File: config.mk
export PLATFORM = sky130hd
export DESIGN_NAME = mtb_step
export DESIGN_NICKNAME = d
export VERILOG_FILES = /design/src/sv/mtb_pkg.sv /design/src/sv/mtb_step.sv
export SDC_FILE = /design/constraint.sdc
export NUM_CORES = 1
export LEC_CHECK = 0
export ABC_AREA = 1
export BUFFER_PORTS_ARGS = -buffer_cell sky130_fd_sc_hd__buf_2
export CAP_MARGIN = 20
export CORE_ASPECT_RATIO = 2
export CORE_MARGIN = 1
export CORE_UTILIZATION = 45
export DETAILED_ROUTE_END_ITERATION = 6
export GPL_TIMING_DRIVEN = 0
export PLACE_DENSITY = 0.85
export SYNTH_ARGS = -nofsm -noshare
export SYNTH_HDL_FRONTEND = slang
export SYNTH_SLANG_ARGS = --single-unit
export TNS_END_PERCENT = 50
File: constraint.sdc
create_clock -name vclk -period 1.5
set_input_delay 0.15 -clock vclk [all_inputs]
set_output_delay 0.15 -clock vclk [all_outputs]
set_load 0.1 [all_outputs]
File: src/sv/mtb_pkg.sv
// Shared types and constants for the markup tag balance checker.
// Holds the transaction payloads, marker bytes and error codes; no dependencies.
package mtb_pkg;

  localparam logic [7:0] CH_OPEN  = 8'h3C;
  localparam logic [7:0] CH_CLOSE = 8'h3E;
  localparam logic [7:0] CH_SLASH = 8'h2F;

  typedef enum logic [1:0] {
    ERR_NONE     = 2'd0,
    ERR_MISMATCH = 2'd1,
    ERR_UNCLOSED = 2'd2,
    ERR_OVERFLOW = 2'd3
  } mtb_err_t;

  typedef struct packed {
    logic       data_byte_unused_guard;
  } mtb_reserved_t;

  typedef struct packed {
    logic [7:0] data_byte;
    logic       last_byte;
  } mtb_in_t;

  typedef struct packed {
    logic       balanced;
    logic [1:0] status;
  } mtb_out_t;

  typedef struct packed {
    logic     tag_open;
    logic     closing;
    logic     cfail;
    mtb_err_t err;
  } mtb_flags_t;

endpackage

File: src/sv/mtb_step.sv
// Next-state logic for one document byte: tag tracking, compare, push and pop.
// Depends on mtb_pkg for the flag struct, marker bytes and error codes.
module mtb_step #(
  parameter int STACK_DEPTH = 16,
  parameter int TAG_LENGTH  = 32
) (
  input  logic [7:0]                         byte_i,
  input  mtb_pkg::mtb_flags_t                flags_i,
  input  logic [$clog2(STACK_DEPTH+1)-1:0]   count_i,
  input  logic [$clog2(TAG_LENGTH+2)-1:0]    pos_i,
  input  logic [$clog2(TAG_LENGTH+1)-1:0]    top_len_i,
  input  logic [7:0]                         top_byte_i,
  output mtb_pkg::mtb_flags_t                flags_o,
  output logic [$clog2(STACK_DEPTH+1)-1:0]   count_o,
  output logic [$clog2(TAG_LENGTH+2)-1:0]    pos_o,
  output logic                               txt_we_o,
  output logic                               len_we_o,
  output mtb_pkg::mtb_err_t                  status_o
);
  import mtb_pkg::*;

  localparam int CNT_W = $clog2(STACK_DEPTH+1);
  localparam int POS_W = $clog2(TAG_LENGTH+2);
  localparam logic [CNT_W-1:0] DEPTH_C = CNT_W'(STACK_DEPTH);
  localparam logic [POS_W-1:0] TAG_MAX = POS_W'(TAG_LENGTH);

  logic [POS_W-1:0] top_len_ext;

  assign top_len_ext = POS_W'(top_len_i);

  always_comb begin
    flags_o  = flags_i;
    count_o  = count_i;
    pos_o    = pos_i;
    txt_we_o = 1'b0;
    len_we_o = 1'b0;
    if (!flags_i.tag_open) begin
      if (byte_i == CH_OPEN) begin
        flags_o.tag_open = 1'b1;
        flags_o.closing  = 1'b0;
        flags_o.cfail    = 1'b0;
        pos_o            = '0;
      end
    end else if (byte_i == CH_CLOSE) begin
      if (flags_i.err == ERR_NONE) begin
        if (flags_i.closing) begin
          if (count_i == '0 || flags_i.cfail || pos_i != top_len_ext) begin
            flags_o.err = ERR_MISMATCH;
          end else begin
            count_o = count_i - 1'b1;
          end
        end else if (pos_i > TAG_MAX || count_i >= DEPTH_C) begin
          flags_o.err = ERR_OVERFLOW;
        end else begin
          len_we_o = 1'b1;
          count_o  = count_i + 1'b1;
        end
      end
      flags_o.tag_open = 1'b0;
      flags_o.closing  = 1'b0;
      flags_o.cfail    = 1'b0;
      pos_o            = '0;
    end else begin
      if (pos_i == '0 && !flags_i.closing && byte_i == CH_SLASH) begin
        flags_o.closing = 1'b1;
      end else begin
        if (flags_i.closing) begin
          if (count_i == '0 || pos_i >= top_len_ext || pos_i >= TAG_MAX ||
              top_byte_i != byte_i) begin
            flags_o.cfail = 1'b1;
          end
        end else if (count_i < DEPTH_C && pos_i < TAG_MAX) begin
          txt_we_o = 1'b1;
        end
        if (pos_i <= TAG_MAX) begin
          pos_o = pos_i + 1'b1;
        end
      end
    end

    if (flags_o.err != ERR_NONE) begin
      status_o = flags_o.err;
    end else if (count_o != '0) begin
      status_o = ERR_UNCLOSED;
    end else begin
      status_o = ERR_NONE;
    end
  end

endmodule

==> flow_summary.yaml, run 1 <==
floorplan:
  row_count: 26
  dieWidth_um: 38.4
  start_util_pct: 47.1
  io_pins: 58
  die_y_um: 74.9
sta:
  crit_endpoint: "status_o[1]"
  worstEndpointType: "output port"
clock_tree:
  ctsHoldBuffers: 0
yosys:
  netlist.area_leader.share_pct: 15.4
  syn-num-nets: 263
  synthCells: 214
  ys_seq_area_share_pct: 0
  syn-mean-instance-area_sq_um: 5.58
  synth_area_leaders: "nand2_1 (15%), inv_1 (13%), ha_1 (12%)"
  synth_area_sq_mm: 0.00119
  synth_area_leader_cell: "nand2_1"
  yosys_warnings: 0
  synth_cell_types: 37
global_route:
  track_usage_pct: 83.2
  grt.overflow.total: 177
  grt_start_max_net_pins: 10
placement:
  hpwl_mm: 3.15
  dp.cells: 299
  numPortBuffers: 57
  gp_congestion: 0.867
outcome:
  status: "stopped before the end"
  error: "[ERROR GRT-0232] Routing congestion too high. Check the congestion heatmap in the GUI."
  haltStage: "5_1_grt"
per-stage QoR:
step                      area (sq um)  hold slack [ps]  worst slack, ps
after CTS                         2290              633             -423
after detailed placement          1740              778             -767
after global placement            1740              777             -743
after floorplan                   1420              415             -524
cell families after synthesis:
kind of cell             synth area share, %
buffers and inverters                   15.4
XOR/XNOR                                3.67
AND/OR/NAND/NOR                         51.9
AO/OA/AOI/OAI                           17.5
adder cells (fa/ha/maj)                 11.5
cell usage after synthesis:
cell / instances
a211oi_1: 1
nand3_4: 2
xnor2_1: 3
nand2_4: 1
a21oi_2: 1
nor3b_1: 1
a32o_1: 1
o21ai_4: 1
nand4_2: 1
and2_1: 1
inv_2: 3
o21bai_1: 1
nand3_1: 14
a221oi_1: 1
a21boi_1: 1
nand2_2: 9
xor2_1: 2
nor2_2: 3
buf_4: 1
nand3_2: 2
ha_1: 11
a22oi_1: 1
nor2_1: 19
nand2_1: 49
o31ai_1: 1
nand4_1: 5
nor2_8: 1
a21oi_1: 3
o21ai_1: 2
nor4_1: 2
buf_6: 1
inv_1: 41
o21ai_2: 1
nor2_4: 3
o21ai_0: 15
o22ai_1: 3
nor3_1: 6
routing by layer:
layer,GRT overflow,GRT usage [%]
met1,0,68.5
met5,0,2.08
met2,95,115
met4,81,122
met3,1,39.8
what timing repair did:
action                                  in CTS
buffers inserted                             9
resized for setup                          130
endpoints found under the setup margin      20
pin swaps                                   29
cloned                                       1
==> run 2: changes to the inputs <==
- CORE_AREA: default -> 2 2 63 65
- CORE_ASPECT_RATIO: 2 -> default
- CORE_MARGIN: 1 -> default
- CORE_UTILIZATION: 45 -> default
- DIE_AREA: default -> 0 0 65 67
- PLACE_DENSITY: 0.85 -> default
- PLACE_DENSITY_LB_ADDON: default -> 0.15
- clock period: 1.5 -> 1.95 ns (I/O delays scaled with it)
==> run 2 against run 1 <==
Against the previous run:
- the flow now finishes, with violations (negative setup slack)
- synthesized cell count unchanged
- synthesized area unchanged
==> flow_summary.yaml, run 2 <==
route:
  first_iter_violations: 73
  drt_pass1_iterations: 4
  post_drt_wl_per_cell_um: 11.7
  drt-vias-per-instance: 4.86
  ant_nets: 0
  vias: 1608
  wirelength_mm: 3.86
  drc: 0
floorplan:
  io_pins: 58
  row_count: 22
  die_y_um: 67
  dieWidth_um: 65
  coreArea_sq_mm: 0.00361
  start_util_pct: 33.1
  dieArea_sq_mm: 0.00436
critical_path:
  cpPeakStageDelay_ps: 280
  crit_buf_inv: 2
  cpMostUsedCell: "nand2_1"
  cp_data_required_time_ps: 1750
  cp_cell_sequence: "buf_12, ha_4, nand2_4, nor2_4, nand2_4, nor2_4, nand2_1, nand2_1, nand3_2, nand2_2, nand2_2, nor2_2, nand2_1, nand2_1, nand2_2, buf_12"
  cp.arrival_ps: 1780
  cp_top_family: "simple AND/OR/NAND/NOR gates"
  crit_slowest_cell: "ha_4"
  criticalPathCategory: "in2out"
  worstSetupEndpointType: "output pin"
  critPathMaxFanout: 4
  start_kind: "primary input"
yosys:
  synth_top_family_by_area: "simple AND/OR/NAND/NOR gates"
  ys_seq_area_share_pct: 0
  syn-mean-instance-area_sq_um: 5.58
  synth_compound_area_share_pct: 17.5
  yosysMostFrequentCell: "nand2_1"
  netlist.area_leader.share_pct: 15.4
  synthCells: 214
  synth_fa_ha_area_share_pct: 11.5
  syn-num-nets: 263
  yosys_warnings: 0
  synthTopCellsByCount: "nand2_1 (49), inv_1 (41), nor2_1 (19)"
  synth_area_leader_cell: "nand2_1"
  synth_area_leaders: "nand2_1 (15%), inv_1 (13%), ha_1 (12%)"
  synth_xor_area_share_pct: 3.66
  yosys.area_share.simple_pct: 51.9
  synth_cell_types: 37
  synth_area_sq_mm: 0.00119
  synth_mux_area_share_pct: 0
sta:
  worst_pin_slew_ps: 486
  min_period_ps: 1980
  final_hold_viol_count: 0
  setup_viol: 1
  relSlewSlack_pct: 67.8
  rsz0062_at_grt: "yes"
  min_period_over_period_pct: 101
  slew_violations: 0
  setup_ws_ps: -28.5
  fin_setup_tns_ps: -28.5
  clock.fmax_ghz: 0.505
finish:
  finish.utilization_pct: 59.5
  layout.area.seq_sq_um: 0
  clkbuf_count: 0
  fin_cells: 331
  final_common_cell: "nand2_1"
  final_layout_size_suffix_gt1_share_pct: 51.9
  antennaDiodeCount: 0
  finalNetCount: 334
  seq_cell_count: 0
  area_growth_pct: 79.5
  mostFrequentLayoutCells: "nand2_1 (40), buf_2 (33), inv_1 (30)"
hold_path:
  hold_path_class: "in2out"
job:
  cap_violations: 0
outcome:
  violations: "negative setup slack"
  status: "finished with violations"
global_route:
  grt_pass1_vias: 1463
  track_usage_pct: 17.9
  antenna_found_initial: 0
  grt.overflow.total: 0
  grt_start_max_net_pins: 11
  grt_pass1_wl_mm: 6.38
power:
  irDropWorstVdd_uv: 226
  cellLeakagePower_nw: 1.05
  power.density_mw_per_mm2: 292
clock_tree:
  ctsHoldBuffers: 0
placement:
  dp.cells: 319
  hpwl_mm: 2.95
  gp_congestion: 0.821
  numPortBuffers: 57
[run 2: cell counts after synthesis]
No cell type changed its count.
[run 2: power by group]
part           total [mW]  switching [mW]  leakage [nW]  internal (mW)
logic               0.625           0.406          1.05          0.219
clock network           0               0             0              0
registers               0               0             0              0
[run 2: per-layer routing]
| metal | track usage (%) | share of wire (%) |
|---|---|---|
| met5 | 0 | 0 |
| met4 | 1.06 | 0.54 |
| met3 | 0.845 | 3.8 |
| met2 | 32.6 | 50 |
| met1 | 24.2 | 46 |
[run 2: tightest hold or removal path: stages]
cell	delay, ps
buf_2	90
nor2_1	60
nand2_2	90
buf_12	170
[run 2: final cells by class]
cell class,instances,area [sq um]
fillers,358,1460
well taps,48,60.1
repair buffers,69,586
inverters,44,191
plain buffers,2,18.8
multi-input cells,168,1290
[run 2: final timing paths]
path / startpoint / to / slack (ps) / depth (start not counted)
setup / recovery: pos_i[3] / status_o[1] / -30 / 16
hold / removal: flags_i[1] / status_o[1] / 800 / 4
[run 2: stage by stage]
step	cell area (sq um)	setup WS [ps]	power, mW	hold slack, ps
floorplan	1290	-360	0.372	505
finish	2140	-28.5	0.625	798
global route	2140	-169	0.668	821
detailed placement	1630	-409	0.488	862
global placement	1630	-405	0.487	854
CTS	1810	-70.9	0.538	786
[run 2: cells by family (layout without fill, tap and decap cells)]
kind of cell,count (synthesis),after routing
AO/OA/AOI/OAI,33,33
buffers and inverters,46,115
adder cells (fa/ha/maj),11,11
XOR/XNOR,5,5
AND/OR/NAND/NOR,119,119
[run 2: timing repair]
item | CTS | global route
resized for setup | 44 | 65
setup buffers | 2 | 10
setup endpoints to repair | 16 | 14
pin swaps | 15 | 22
Note: power is estimated with default switching activity, not from simulation.
